[src/rtl/core/cst_pkg.sv]
// ----------------------------------------------------------------------------
// cst_pkg
// Shared types and codes for the connection slot table.
// ----------------------------------------------------------------------------
package cst_pkg;

  localparam logic [2:0] CMD_PUBLISH  = 3'd0;
  localparam logic [2:0] CMD_FIND     = 3'd1;
  localparam logic [2:0] CMD_ASSOC    = 3'd2;
  localparam logic [2:0] CMD_REMOVE   = 3'd3;
  localparam logic [2:0] CMD_SHUTDOWN = 3'd4;
  localparam logic [2:0] CMD_INIT     = 3'd5;

  localparam logic [1:0] ST_OK        = 2'd0;
  localparam logic [1:0] ST_INVAL_ARG = 2'd1;
  localparam logic [1:0] ST_INVAL_ST  = 2'd2;
  localparam logic [1:0] ST_LIMIT     = 2'd3;

  localparam logic [1:0] ES_FREE      = 2'd0;
  localparam logic [1:0] ES_PENDING   = 2'd1;
  localparam logic [1:0] ES_ASSOC     = 2'd2;

  typedef enum logic [2:0] {
    S_IDLE,
    S_DECODE,
    S_FREE,
    S_LK_RD,
    S_LK_CMP,
    S_SH_RD,
    S_SH_CMP
  } cst_state_t;

  typedef enum logic [1:0] {
    EK_PLAIN,
    EK_PUBLISH,
    EK_ENTRY
  } emit_kind_t;

  typedef struct packed {
    logic       load_in;
    logic       idx_clr;
    logic       idx_inc;
    logic       free_take;
    logic       key_init;
    logic       key_step;
    logic       shn_inc;
    logic       pub_commit;
    logic       assoc_commit;
    logic       rem_commit;
    logic       shut_commit;
    logic       init_commit;
    logic       emit;
    emit_kind_t kind;
    logic [1:0] status;
    logic       found;
    logic       close;
    logic       last;
    logic       force_assoc;
  } cst_cmd_t;

  typedef struct packed {
    logic [2:0] cmd;
    logic       active;
    logic       id_zero;
    logic       tv;
    logic       flags_ok;
    logic       full;
    logic       scan_end;
    logic       slot_live;
    logic       slot_pending;
    logic       key_hit;
    logic       coll_over;
    logic       shut_room;
    logic       out_free;
  } cst_status_t;

endpackage

[src/rtl/core/cst_ctrl.sv]
// ----------------------------------------------------------------------------
// cst_ctrl
// Command sequencer: decodes a request and walks the slot scans.
// ----------------------------------------------------------------------------
module cst_ctrl
  import cst_pkg::*;
(
  input  logic        clk,
  input  logic        rst_n,
  input  logic        in_valid,
  output logic        in_ready,
  input  cst_status_t sts,
  output cst_cmd_t    cmd
);

  cst_state_t state_r, state_nxt;

  always_ff @(posedge clk) begin
    if (!rst_n) begin
      state_r <= S_IDLE;
    end else begin
      state_r <= state_nxt;
    end
  end

  assign in_ready = (state_r == S_IDLE);

  // next state
  always_comb begin
    state_nxt = state_r;
    unique case (state_r)
      S_IDLE: begin
        if (in_valid) state_nxt = S_DECODE;
      end
      S_DECODE: begin
        unique case (sts.cmd)
          CMD_PUBLISH: begin
            if (!sts.tv || !sts.active || !sts.flags_ok || sts.full) begin
              if (sts.out_free) state_nxt = S_IDLE;
            end else begin
              state_nxt = S_FREE;
            end
          end
          CMD_FIND, CMD_ASSOC: begin
            if (!sts.active || sts.id_zero) begin
              if (sts.out_free) state_nxt = S_IDLE;
            end else begin
              state_nxt = S_LK_RD;
            end
          end
          CMD_REMOVE: begin
            if (sts.id_zero || !sts.active) begin
              if (sts.out_free) state_nxt = S_IDLE;
            end else begin
              state_nxt = S_LK_RD;
            end
          end
          CMD_SHUTDOWN: begin
            if (!sts.active) begin
              if (sts.out_free) state_nxt = S_IDLE;
            end else begin
              state_nxt = S_SH_RD;
            end
          end
          default: begin
            if (sts.out_free) state_nxt = S_IDLE;
          end
        endcase
      end
      S_FREE: begin
        if (sts.scan_end) begin
          if (sts.out_free) state_nxt = S_IDLE;
        end else if (!sts.slot_live) begin
          state_nxt = S_LK_RD;
        end
      end
      S_LK_RD: begin
        if (sts.scan_end) begin
          if (sts.out_free) state_nxt = S_IDLE;
        end else begin
          state_nxt = S_LK_CMP;
        end
      end
      S_LK_CMP: begin
        if (!sts.key_hit) begin
          state_nxt = S_LK_RD;
        end else if (sts.cmd == CMD_PUBLISH && !sts.coll_over) begin
          state_nxt = S_LK_RD;
        end else if (sts.out_free) begin
          state_nxt = S_IDLE;
        end
      end
      S_SH_RD: begin
        if (sts.scan_end || !sts.shut_room) begin
          if (sts.out_free) state_nxt = S_IDLE;
        end else begin
          state_nxt = S_SH_CMP;
        end
      end
      S_SH_CMP: begin
        if (!sts.slot_live || sts.out_free) state_nxt = S_SH_RD;
      end
      default: state_nxt = S_IDLE;
    endcase
  end

  // outputs
  always_comb begin
    cmd         = '0;
    cmd.kind    = EK_PLAIN;
    cmd.last    = 1'b1;
    cmd.load_in = in_valid && (state_r == S_IDLE);
    unique case (state_r)
      S_IDLE: begin
      end
      S_DECODE: begin
        unique case (sts.cmd)
          CMD_PUBLISH: begin
            if (!sts.tv) begin
              cmd.emit = sts.out_free; cmd.status = ST_INVAL_ARG;
            end else if (!sts.active) begin
              cmd.emit = sts.out_free; cmd.status = ST_INVAL_ST;
            end else if (!sts.flags_ok) begin
              cmd.emit = sts.out_free; cmd.status = ST_INVAL_ARG;
            end else if (sts.full) begin
              cmd.emit = sts.out_free; cmd.status = ST_LIMIT;
            end else begin
              cmd.idx_clr = 1'b1;
            end
          end
          CMD_FIND: begin
            if (!sts.active || sts.id_zero) begin
              cmd.emit = sts.out_free; cmd.status = ST_OK;
            end else begin
              cmd.idx_clr = 1'b1;
            end
          end
          CMD_ASSOC: begin
            if (!sts.active || sts.id_zero) begin
              cmd.emit = sts.out_free; cmd.status = ST_INVAL_ARG;
            end else begin
              cmd.idx_clr = 1'b1;
            end
          end
          CMD_REMOVE: begin
            if (sts.id_zero) begin
              cmd.emit = sts.out_free; cmd.status = ST_INVAL_ARG;
            end else if (!sts.active) begin
              cmd.emit = sts.out_free; cmd.status = ST_INVAL_ST;
            end else begin
              cmd.idx_clr = 1'b1;
            end
          end
          CMD_SHUTDOWN: begin
            if (!sts.active) begin
              cmd.emit = sts.out_free; cmd.status = ST_INVAL_ST;
            end else begin
              cmd.idx_clr = 1'b1;
            end
          end
          CMD_INIT: begin
            cmd.emit = sts.out_free;
            if (sts.active) begin
              cmd.status = ST_INVAL_ST;
            end else begin
              cmd.status      = ST_OK;
              cmd.init_commit = sts.out_free;
            end
          end
          default: begin
            cmd.emit = sts.out_free; cmd.status = ST_INVAL_ARG;
          end
        endcase
      end
      S_FREE: begin
        if (sts.scan_end) begin
          cmd.emit = sts.out_free; cmd.status = ST_INVAL_ST;
        end else if (!sts.slot_live) begin
          cmd.free_take = 1'b1;
          cmd.key_init  = 1'b1;
          cmd.idx_clr   = 1'b1;
        end else begin
          cmd.idx_inc = 1'b1;
        end
      end
      S_LK_RD: begin
        if (sts.scan_end) begin
          cmd.emit = sts.out_free;
          unique case (sts.cmd)
            CMD_PUBLISH: begin
              cmd.kind       = EK_PUBLISH;
              cmd.status     = ST_OK;
              cmd.pub_commit = sts.out_free;
            end
            CMD_FIND: cmd.status = ST_OK;
            default:  cmd.status = ST_INVAL_ARG;
          endcase
        end
      end
      S_LK_CMP: begin
        if (!sts.key_hit) begin
          cmd.idx_inc = 1'b1;
        end else begin
          unique case (sts.cmd)
            CMD_PUBLISH: begin
              if (sts.coll_over) begin
                cmd.emit = sts.out_free; cmd.status = ST_LIMIT;
              end else begin
                cmd.key_step = 1'b1;
                cmd.idx_clr  = 1'b1;
              end
            end
            CMD_FIND: begin
              cmd.emit  = sts.out_free;
              cmd.kind  = EK_ENTRY;
              cmd.found = 1'b1;
            end
            CMD_ASSOC: begin
              cmd.emit = sts.out_free;
              cmd.kind = EK_ENTRY;
              if (!sts.slot_pending || !sts.tv) begin
                cmd.status = ST_INVAL_ST;
              end else begin
                cmd.force_assoc  = 1'b1;
                cmd.assoc_commit = sts.out_free;
              end
            end
            default: begin
              cmd.emit       = sts.out_free;
              cmd.kind       = EK_ENTRY;
              cmd.close      = 1'b1;
              cmd.rem_commit = sts.out_free;
            end
          endcase
        end
      end
      S_SH_RD: begin
        if (sts.scan_end || !sts.shut_room) begin
          cmd.emit        = sts.out_free;
          cmd.shut_commit = sts.out_free;
        end
      end
      S_SH_CMP: begin
        if (!sts.slot_live) begin
          cmd.idx_inc = 1'b1;
        end else begin
          cmd.emit    = sts.out_free;
          cmd.kind    = EK_ENTRY;
          cmd.close   = 1'b1;
          cmd.last    = 1'b0;
          cmd.shn_inc = sts.out_free;
          cmd.idx_inc = sts.out_free;
        end
      end
      default: begin
      end
    endcase
  end

endmodule

[src/rtl/core/cst_datapath.sv]
// ----------------------------------------------------------------------------
// cst_datapath
// Slot storage, id/context memories, scan counters and the result register.
// ----------------------------------------------------------------------------
module cst_datapath
  import cst_pkg::*;
#(
  parameter int SLOTS    = 16,
  parameter int ID_WIDTH = 32
) (
  input  logic        clk,
  input  logic        rst_n,
  input  logic        cfg_wr_en,
  input  logic [4:0]  cfg_wr_data,
  input  logic [2:0]  in_command,
  input  logic [31:0] in_conn_id,
  input  logic [63:0] in_context_data,
  input  logic        in_transport_valid,
  input  logic        in_local_endpoint_ok,
  input  logic        in_remote_endpoint_ok,
  input  logic        in_family_match,
  input  cst_cmd_t    cmd,
  output cst_status_t sts,
  output logic        out_valid,
  input  logic        out_ready,
  output logic [1:0]  out_status,
  output logic        out_found,
  output logic [3:0]  out_slot_index,
  output logic [1:0]  out_entry_state,
  output logic [31:0] out_result_id,
  output logic [63:0] out_result_context,
  output logic        out_close_transport,
  output logic        out_last
);

  localparam int CW      = $clog2(SLOTS + 1);
  localparam int IW      = (SLOTS > 1) ? $clog2(SLOTS) : 1;
  localparam int CMPW    = ((CW > 5) ? CW : 5) + 1;
  localparam int IDX     = (ID_WIDTH > 32) ? ID_WIDTH : 32;
  localparam int SXW     = (IW > 4) ? IW : 4;
  localparam int CAP_RST = (SLOTS < 16) ? SLOTS : 16;

  logic [2:0]          cmd_r;
  logic [ID_WIDTH-1:0] key_r;
  logic [63:0]         ctx_r;
  logic                tv_r;
  logic                fok_r;
  logic [4:0]          capacity_r;
  logic [CW-1:0]       cap_r;
  logic [CW-1:0]       live_r;
  logic [ID_WIDTH-1:0] next_id_r;
  logic                active_r;
  logic [CW-1:0]       idx_r;
  logic [IW-1:0]       free_r;
  logic [CW:0]         coll_r;
  logic [4:0]          shn_r;
  logic [1:0]          slot_state_r [SLOTS];
  logic [ID_WIDTH-1:0] id_mem [SLOTS];
  logic [63:0]         ctx_mem [SLOTS];
  logic [ID_WIDTH-1:0] id_rd_r;
  logic [63:0]         ctx_rd_r;
  logic                out_valid_r;

  logic [IW-1:0]       idx_a;
  logic [IDX-1:0]      in_id_ext;
  logic [ID_WIDTH-1:0] cand_init;
  logic [ID_WIDTH-1:0] key_inc;
  logic [ID_WIDTH-1:0] next_inc;
  logic [CMPW-1:0]     cap_ext;
  logic [CW-1:0]       cap_clamp;
  logic [1:0]          cur_state;
  logic [SXW-1:0]      slot_ext;
  logic [SXW-1:0]      free_ext;
  logic [IDX-1:0]      rd_id_ext;
  logic [IDX-1:0]      key_ext;

  assign idx_a     = idx_r[IW-1:0];
  assign in_id_ext = IDX'(in_conn_id);
  assign cand_init = (next_id_r == '0) ? ID_WIDTH'(1) : next_id_r;
  assign key_inc   = ((key_r + ID_WIDTH'(1)) == '0) ? ID_WIDTH'(1) : key_r + ID_WIDTH'(1);
  assign next_inc  = key_inc;
  assign cap_ext   = CMPW'(capacity_r);
  assign cap_clamp = (cap_ext > CMPW'(SLOTS)) ? CW'(SLOTS) : CW'(cap_ext);
  assign cur_state = slot_state_r[idx_a];
  assign slot_ext  = SXW'(idx_a);
  assign free_ext  = SXW'(free_r);
  assign rd_id_ext = IDX'(id_rd_r);
  assign key_ext   = IDX'(key_r);

  always_comb begin
    sts              = '0;
    sts.cmd          = cmd_r;
    sts.active       = active_r;
    sts.id_zero      = (key_r == '0);
    sts.tv           = tv_r;
    sts.flags_ok     = fok_r;
    sts.full         = (live_r >= cap_r);
    sts.scan_end     = (idx_r >= cap_r);
    sts.slot_live    = (cur_state != ES_FREE);
    sts.slot_pending = (cur_state == ES_PENDING);
    sts.key_hit      = (cur_state != ES_FREE) && (id_rd_r == key_r);
    sts.coll_over    = (coll_r >= {1'b0, live_r});
    sts.shut_room    = !shn_r[4];
    sts.out_free     = !out_valid_r || out_ready;
  end

  // request capture
  always_ff @(posedge clk) begin
    if (cmd.load_in) begin
      cmd_r <= in_command;
      ctx_r <= in_context_data;
      tv_r  <= in_transport_valid;
      fok_r <= in_local_endpoint_ok && in_remote_endpoint_ok && in_family_match;
    end
    if (cmd.load_in) begin
      key_r <= in_id_ext[ID_WIDTH-1:0];
    end else if (cmd.key_init) begin
      key_r <= cand_init;
    end else if (cmd.key_step) begin
      key_r <= key_inc;
    end
    if (cmd.free_take) free_r <= idx_a;
    if (cmd.key_init) begin
      coll_r <= '0;
    end else if (cmd.key_step) begin
      coll_r <= coll_r + (CW+1)'(1);
    end
    if (cmd.load_in) begin
      shn_r <= '0;
    end else if (cmd.shn_inc) begin
      shn_r <= shn_r + 5'd1;
    end
    if (cmd.idx_clr) begin
      idx_r <= '0;
    end else if (cmd.idx_inc) begin
      idx_r <= idx_r + CW'(1);
    end
  end

  // table control state
  always_ff @(posedge clk) begin
    if (!rst_n) begin
      capacity_r <= 5'd16;
      cap_r      <= CW'(CAP_RST);
      live_r     <= '0;
      next_id_r  <= ID_WIDTH'(1);
      active_r   <= 1'b1;
      for (int i = 0; i < SLOTS; i++) slot_state_r[i] <= ES_FREE;
    end else begin
      if (cfg_wr_en) capacity_r <= cfg_wr_data;
      if (cmd.init_commit || cmd.shut_commit) begin
        for (int i = 0; i < SLOTS; i++) slot_state_r[i] <= ES_FREE;
        live_r <= '0;
      end
      if (cmd.init_commit) begin
        cap_r     <= cap_clamp;
        next_id_r <= ID_WIDTH'(1);
        active_r  <= 1'b1;
      end
      if (cmd.shut_commit) begin
        next_id_r <= '0;
        active_r  <= 1'b0;
      end
      if (cmd.pub_commit) begin
        slot_state_r[free_r] <= ES_PENDING;
        live_r               <= live_r + CW'(1);
        next_id_r            <= next_inc;
      end
      if (cmd.assoc_commit) slot_state_r[idx_a] <= ES_ASSOC;
      if (cmd.rem_commit) begin
        slot_state_r[idx_a] <= ES_FREE;
        if (live_r != '0) live_r <= live_r - CW'(1);
      end
    end
  end

  // id and context memories
  always_ff @(posedge clk) begin
    if (cmd.pub_commit) begin
      id_mem[free_r]  <= key_r;
      ctx_mem[free_r] <= ctx_r;
    end
    id_rd_r  <= id_mem[idx_a];
    ctx_rd_r <= ctx_mem[idx_a];
  end

  // result register
  always_ff @(posedge clk) begin
    if (!rst_n) begin
      out_valid_r <= 1'b0;
    end else if (cmd.emit) begin
      out_valid_r <= 1'b1;
    end else if (out_ready) begin
      out_valid_r <= 1'b0;
    end
  end

  always_ff @(posedge clk) begin
    if (cmd.emit) begin
      out_status          <= cmd.status;
      out_found           <= cmd.found;
      out_close_transport <= cmd.close;
      out_last            <= cmd.last;
      case (cmd.kind)
        EK_PUBLISH: begin
          out_slot_index     <= free_ext[3:0];
          out_entry_state    <= ES_PENDING;
          out_result_id      <= key_ext[31:0];
          out_result_context <= ctx_r;
        end
        EK_ENTRY: begin
          out_slot_index     <= slot_ext[3:0];
          out_entry_state    <= cmd.force_assoc ? ES_ASSOC : cur_state;
          out_result_id      <= rd_id_ext[31:0];
          out_result_context <= ctx_rd_r;
        end
        default: begin
          out_slot_index     <= '0;
          out_entry_state    <= ES_FREE;
          out_result_id      <= '0;
          out_result_context <= '0;
        end
      endcase
    end
  end

  assign out_valid = out_valid_r;

endmodule

[src/rtl/core/connection_slot_table_unit.sv]
// ----------------------------------------------------------------------------
// connection_slot_table_unit
// Connection table of fixed slots: publish, find, associate, remove,
// shutdown and init requests over a valid/ready channel.
// ----------------------------------------------------------------------------
// One request is taken at a time; in_ready is high only while idle. A new
// request may be taken while the last result still waits in the output
// register. Each result leaves through one registered valid/ready stage.
// The slot scan reads the id memory one slot at a time, each slot in a read
// state and then a compare state (S_LK_RD, S_LK_CMP; S_SH_RD, S_SH_CMP):
//   rejected early, init or unknown code: answered from decode, no scan
//   find / associate / remove: one lookup scan over the capacity in use
//   publish: a free-slot scan, then a lookup scan, repeated per id collision
//   shutdown: one result per live slot plus a final one
// A stalled receiver holds the block in place; nothing is dropped.
// Reset empties the table, sets capacity to 16 (clamped to SLOTS), the next
// id to one and makes the table active; no clearing pass is needed. The
// capacity register is taken into the table only by init.
// ----------------------------------------------------------------------------
module connection_slot_table_unit
  import cst_pkg::*;
#(
  parameter int SLOTS    = 16,
  parameter int ID_WIDTH = 32
) (
  input  logic        clk,
  input  logic        rst_n,
  input  logic        cfg_wr_en,
  input  logic [4:0]  cfg_wr_data,
  input  logic        in_valid,
  output logic        in_ready,
  input  logic [2:0]  in_command,
  input  logic [31:0] in_conn_id,
  input  logic [63:0] in_context_data,
  input  logic        in_transport_valid,
  input  logic        in_local_endpoint_ok,
  input  logic        in_remote_endpoint_ok,
  input  logic        in_family_match,
  output logic        out_valid,
  input  logic        out_ready,
  output logic [1:0]  out_status,
  output logic        out_found,
  output logic [3:0]  out_slot_index,
  output logic [1:0]  out_entry_state,
  output logic [31:0] out_result_id,
  output logic [63:0] out_result_context,
  output logic        out_close_transport,
  output logic        out_last
);

  cst_cmd_t    cmd;
  cst_status_t sts;

  cst_ctrl u_ctrl (
    .clk      (clk),
    .rst_n    (rst_n),
    .in_valid (in_valid),
    .in_ready (in_ready),
    .sts      (sts),
    .cmd      (cmd)
  );

  cst_datapath #(
    .SLOTS    (SLOTS),
    .ID_WIDTH (ID_WIDTH)
  ) u_dp (
    .clk                   (clk),
    .rst_n                 (rst_n),
    .cfg_wr_en             (cfg_wr_en),
    .cfg_wr_data           (cfg_wr_data),
    .in_command            (in_command),
    .in_conn_id            (in_conn_id),
    .in_context_data       (in_context_data),
    .in_transport_valid    (in_transport_valid),
    .in_local_endpoint_ok  (in_local_endpoint_ok),
    .in_remote_endpoint_ok (in_remote_endpoint_ok),
    .in_family_match       (in_family_match),
    .cmd                   (cmd),
    .sts                   (sts),
    .out_valid             (out_valid),
    .out_ready             (out_ready),
    .out_status            (out_status),
    .out_found             (out_found),
    .out_slot_index        (out_slot_index),
    .out_entry_state       (out_entry_state),
    .out_result_id         (out_result_id),
    .out_result_context    (out_result_context),
    .out_close_transport   (out_close_transport),
    .out_last              (out_last)
  );

endmodule
[config.mk]
export PLATFORM = sky130hd
export DESIGN_NAME = connection_slot_table_unit
export DESIGN_NICKNAME = d
export VERILOG_FILES = /design/src/rtl/core/cst_pkg.sv /design/src/rtl/core/cst_ctrl.sv /design/src/rtl/core/cst_datapath.sv /design/src/rtl/core/connection_slot_table_unit.sv
export SDC_FILE = /design/constraint.sdc
export NUM_CORES = 2
export LEC_CHECK = 0
export BUFFER_PORTS_ARGS = -buffer_cell sky130_fd_sc_hd__buf_2
export CAP_MARGIN = 20
export CORE_AREA = 2 2 263 525
export CTS_BUF_LIST = sky130_fd_sc_hd__clkbuf_4
export DETAILED_ROUTE_END_ITERATION = 10
export DIE_AREA = 0 0 265 527
export PLACE_DENSITY = 0.71
export SETUP_SLACK_MARGIN = 0.2
export SLEW_MARGIN = 20
export SYNTH_ARGS = -nofsm -noshare
export SYNTH_HDL_FRONTEND = slang
export SYNTH_HIERARCHICAL = 1
export SYNTH_SLANG_ARGS = --single-unit
[constraint.sdc]
create_clock -name clk -period 15.95 [get_ports clk]
set_input_delay 3.19 -clock clk [delete_from_list [all_inputs] [get_ports clk]]
set_output_delay 3.19 -clock clk [all_outputs]
set_load 0.05 [all_outputs]
Word-level counts from Yosys, hierarchy flattened. Memory sizes are Yosys's and may differ from the RTL's. A register that Yosys moved wholly into a read port is not among the register bits. Index checks and enable logic that the tools add are counted. W data, S select, Z words.

Add/subtract/negate cells: 6. Magnitude comparators: 4. Eq/ne operators: 18. Multiplexer cells: 151. Bitwise gates (word level): 17. Reduce and logical (&&, ||, !) cells: 40.

Operator list (count): $mux W32 (8); $pmux W64 S2 (1); $logic_not A32 Y1 (3); $mux W2 (36); $mux W1 (66); $pmux W32 S2 (1); $mux W3 (13); $add A32 B1 Y32 const B (1); $eq A32 B32 Y1 (1); $mux W5 (6); $pmux W3 S7 (1); $mux W4 (5); $or A1 B1 Y1 (17); $add A5 B1 Y5 const B (3); $eq A3 B3 Y1 const B (5); $eq A3 B2 Y1 const B (4); $pmux W2 S6 (1); $ge A5 B5 Y1 (2); $logic_or A1 B1 Y1 (9); $pmux W3 S3 (1); $pmux W1 S4 (2); $pmux W2 S2 (2); $pmux W2 S4 (1); $pmux W4 S2 (1); 25 further kinds (46).

Register bits: 280. Memory bits (writable): 1568. Input bits: 113. Output and inout bits: 109. Logic and storage cells: 263. Memories kept: 3.

Memories: u_dp.ctx_mem (depth 16, bits a word 64, rd ports 1, clocked after memory_dff 1, write ports 1, RTL line cst_datapath.sv:59) `logic [63:0] ctx_mem [SLOTS];`; u_dp.id_mem (depth 16, bits a word 32, rd ports 1, clocked after memory_dff 1, write ports 1, RTL line cst_datapath.sv:58) `logic [ID_WIDTH-1:0] id_mem [SLOTS];`; u_dp.slot_state_r (depth 16, bits a word 2, rd ports 1, clocked after memory_dff 1, write ports 16, RTL line cst_datapath.sv:57) `logic [1:0] slot_state_r [SLOTS];`.

Longest topological paths before layout.
Word-level depth: 13. Gate-level depth with buffers: 20. Depth with buffers taken out: 16.

Hierarchy. The synthesis kept the hierarchy.

By module, submodules not included: cst_datapath (instances 1, cells each 3372, area each 73424.2 µm², sequential area each 56594.3 µm²); cst_ctrl (instances 1, cells each 127, area each 783.3 µm², sequential area each 60.1 µm²).

Worst setup path after synthesis. No wires, ideal clock.

Kind: input to register. From: input out_ready. To: memory u_dp.ctx_mem[0][0] (enable). Setup time: 0.670 ns. Data arrival time: 11.053 ns. Data required time: 15.280 ns. Path slack: 4.226 ns. Cell stages on the path: 7. Buffers on the path: 1. Path through: nand2b_1 inv_1 nor4_1 clkbuf_1 inv_1 or3_1 nor3_1.

RTL lines: from (decl) (RTL line connection_slot_table_unit.sv:40) `input logic out_ready,`; to (decl) (RTL line cst_datapath.sv:59).

==> flow_metrics.py <==
metrics = {
    "status": {
        "outcome": "finished clean",
    },
    "clock_network": {
        "htreeDepth": 5,
        "cts_resized": 0,
        "clk_pin_slew_worst_paths_ps": 70,
        "clock-sinks": 1948,
        "numCtsBuffers": 422,
        "cts_setup_buffers": 0,
        "cts_tree": "done",
        "clockBufferDepth": 4,
        "clock-root-buffer": "clkbuf_4",
        "ctsHoldBuffers": 0,
        "clk_latency_ps": 1280,
    },
    "floorplanning": {
        "start_util_pct": 54.6,
        "die_area_sq_mm": 0.140,
        "chipWidth_um": 265,
        "die_h_um": 527,
        "placementRows": 192,
        "io_pins": 222,
        "placeableCoreArea_sq_mm": 0.136,
    },
    "pwr": {
        "ir_drop_v": 0.000102,
        "power_density_mw_per_mm2": 135,
        "p_leak_nw": 26.8,
    },
    "detailed_routing": {
        "drt_wl_total_um": 165000,
        "vias": 37542,
        "dr.pass1.iters": 8,
        "wl_per_cell_um": 27.0,
        "drc": 0,
        "drt_first_iter_violations": 3712,
        "ant_nets": 0,
        "vias_per_cell": 6.15,
    },
    "global_route": {
        "grt_pass1_vias": 38934,
        "grt_max_degree": 147,
        "antenna_found_initial": 4,
        "grt_usage_pct": 24.0,
        "grt.overflow.total": 0,
        "grt_pass1_wl_um": 248000,
    },
    "place": {
        "preCtsSetupSlack_ps": 8480,
        "placed_area_sq_mm": 0.0775,
        "portBuffers": 221,
        "place.gp.congestion": 0.887,
        "hpwl_um": 88200,
    },
    "finish": {
        "syn2layout_area_growth_pct": 11.8,
        "layout-drive-gt1-share_pct": 34.3,
        "nNetsFinal": 4154,
        "finalInstanceArea_sq_mm": 0.0830,
    },
    "synth": {
        "ys_ff_latch": 1948,
        "ys_top_cells_by_area": "edfxtp_1 (71%), mux4_2 (15%), dfxtp_1 (5.0%), a22o_1 (1.5%), clkbuf_1 (0.69%)",
        "synth_top_area_cell": "edfxtp_1",
        "netlist_instances": 3499,
        "syn_nets": 3639,
        "ys_seq_area_share_pct": 76.3,
        "synth_area_sq_mm": 0.0742,
        "synth_ff_type": "edfxtp_1",
        "synth_cell_types": 72,
        "async_flop_share_pct": 0,
        "syn_area_per_cell_sq_um": 21.2,
        "yosys_warnings": 6,
        "yosysTopAreaCellShare_pct": 71.4,
        "synth_edf_count": 1764,
    },
    "min_path": {
        "whs_endpoint": "u_dp/next_id_r[26]",
        "hold_depth": 1,
        "min_from": "u_dp/next_id_r[26]",
        "hold_class": "flop to flop",
    },
    "setup_path": {
        "setup.worst_path.end_class": "flop",
        "slowest_stage": "buf_4",
        "critPathArrivalTime_ps": 7100,
        "startpoint": "out_ready",
        "worstPathMaxFanout": 42,
        "crit_type": "primary input to flop",
        "crit_chain": "buf_2 > nand2b_1 > inv_1 > nor4_2 > buf_4 > nand3b_1 > nor2_4 > buf_4 > buf_4",
        "crit_path_frequent_cell": "buf_4",
        "r2r_start": "u_dp/idx_r[0]",
        "startpoint_type": "primary input",
        "ff2ff_setup_slack_ps": 9860,
        "cp.required_ps": 16790,
        "rr_worst_depth": 15,
        "cpPeakStageDelay_ps": 810,
        "r2r_end": "u_dp/ctx_mem[14][10]",
    },
    "sta": {
        "worst_slack_ps": 9690,
        "fmax_mhz": 160,
        "slew_violations": 0,
        "max-slew-margin-rel_pct": 25.2,
        "post-route-period-util_pct": 39.3,
        "max_slew.worst_pin.slew_ps": 1120,
        "setup_tns_ps": 0,
        "rsz0062_at_grt": "false",
        "skew_ps": 90.8,
        "hold_viol_final": 0,
        "final-setup-viol-count": 0,
        "timing.final.crit_period_ps": 6260,
    },
    "job": {
        "drv_cap": 0,
    },
}
## cells by family after synthesis
group / after synthesis / share of synthesized area, %
fa+ha+maj: 27 / 0.455
mux: 526 / 15.4
simple gates: 405 / 2.92
buf+inv: 235 / 1.25
xor+xnor: 73 / 0.862
compound gates: 285 / 2.81
flops: 1948 / 76.3
## worst max-delay path by stage
stage                                end
global placement     u_dp/ctx_mem[12][8]
detailed placement   u_dp/ctx_mem[12][3]
floorplan             u_dp/ctx_mem[0][0]
CTS                  u_dp/ctx_mem[12][9]
finish              u_dp/ctx_mem[14][10]
global route         u_dp/id_mem[15][18]
## metal layers
layer  share of wire, %  vias to the layer above  track usage, %
li1                   -                    15906               -
met1                 40                    19593            33.5
met2                 50                     1782            38.8
met3                7.7                      261            4.76
met4                2.1                        0            6.89
met5                  0                        -               0
## cell type report
class | instances | area, sq um
clock buffer | 610 | 4580
multi-input combinational | 1316 | 16800
sequential | 1948 | 56700
inverter | 30 | 113
antenna | 8 | 20.0
fill | 9567 | 53000
tap | 1746 | 2180
clock inverter | 147 | 848
timing repair buffer | 296 | 1780
## registers in the layout (all words and copies together), names as in the netlist, 2 cells and up, named ones only
register,cells
u_dp/cap_r,5
u_dp/cmd_r,3
u_dp/free_ext,4
u_dp/next_id_r,32
u_dp/id_rd_r,32
u_dp/ctx_r,64
u_dp/capacity_r,5
u_ctrl/state_r,3
u_dp/out_slot_index,4
u_dp/idx_r,5
u_dp/id_mem,512
u_dp/out_result_id,32
u_dp/ctx_mem,1024
u_dp/key_ext,32
u_dp/ctx_rd_r,64
u_dp/out_entry_state,2
u_dp/out_result_context,64
u_dp/shn_r,5
u_dp/slot_state_r,32
u_dp/out_status,2
u_dp/coll_r,6
u_dp/live_r,5
## power breakdown
part           leakage, nW  total [W]  switching, W  internal [W]
sequential            17.5    0.00603      0.000233       0.00579
clock                 3.24    0.00376       0.00185       0.00191
combinational         5.97    0.00142      0.000701      0.000723
## synth_stat cells, types with 6 or more instances
library cell  count
and3b_1          13
nand3b_1         15
o21ai_0          61
buf_1            45
nand2b_1         12
mux4_2          490
and2_1           10
mux2i_1          35
nand2_1          82
buf_2            16
nand4_1          36
inv_1            27
xor2_1           16
nor4_1           29
nor2b_1          21
a22o_1          128
and3_1            7
ha_1             27
a21oi_1          41
or3_1            11
edfxtp_1       1764
o221ai_1          6
nand3_1          40
a21o_1            7
clkbuf_1        136
nor2_1           81
nor3_1           23
dfxtp_1         184
xnor2_1          57
## layout by cell type, fill, tap and decap left out, types with 57 or more instances in the layout
cell / n
clkbuf_4: 610
nor2_1: 69
edfxtp_1: 1764
xnor2_1: 57
dfxtp_1: 180
clkinv_1: 95
a22o_1: 128
buf_4: 64
nand2_1: 82
o21ai_0: 61
buf_2: 221
mux4_2: 490
## worst max-delay path: cells and delay by family
family        cells  cell delay [ps]
buf+inv           5             2120
simple gates      4             1680
## through the flow
| stage | total power [W] | cells | utilization [%] | hold slack, ps |
|---|---|---|---|---|
| CTS | 0.0113 | 6091 | 61.0 | 476 |
| global route | 0.0117 | 6100 | 61.0 | 522 |
| detailed placement | 0.00758 | 5334 | 57.0 | 462 |
| floorplan | 0.00716 | 3499 | - | 432 |
| finish | 0.0112 | 6101 | 61.0 | 477 |
| global placement | 0.00756 | 5334 | 57.0 | 460 |
Note: power is estimated with default switching activity, not from simulation.
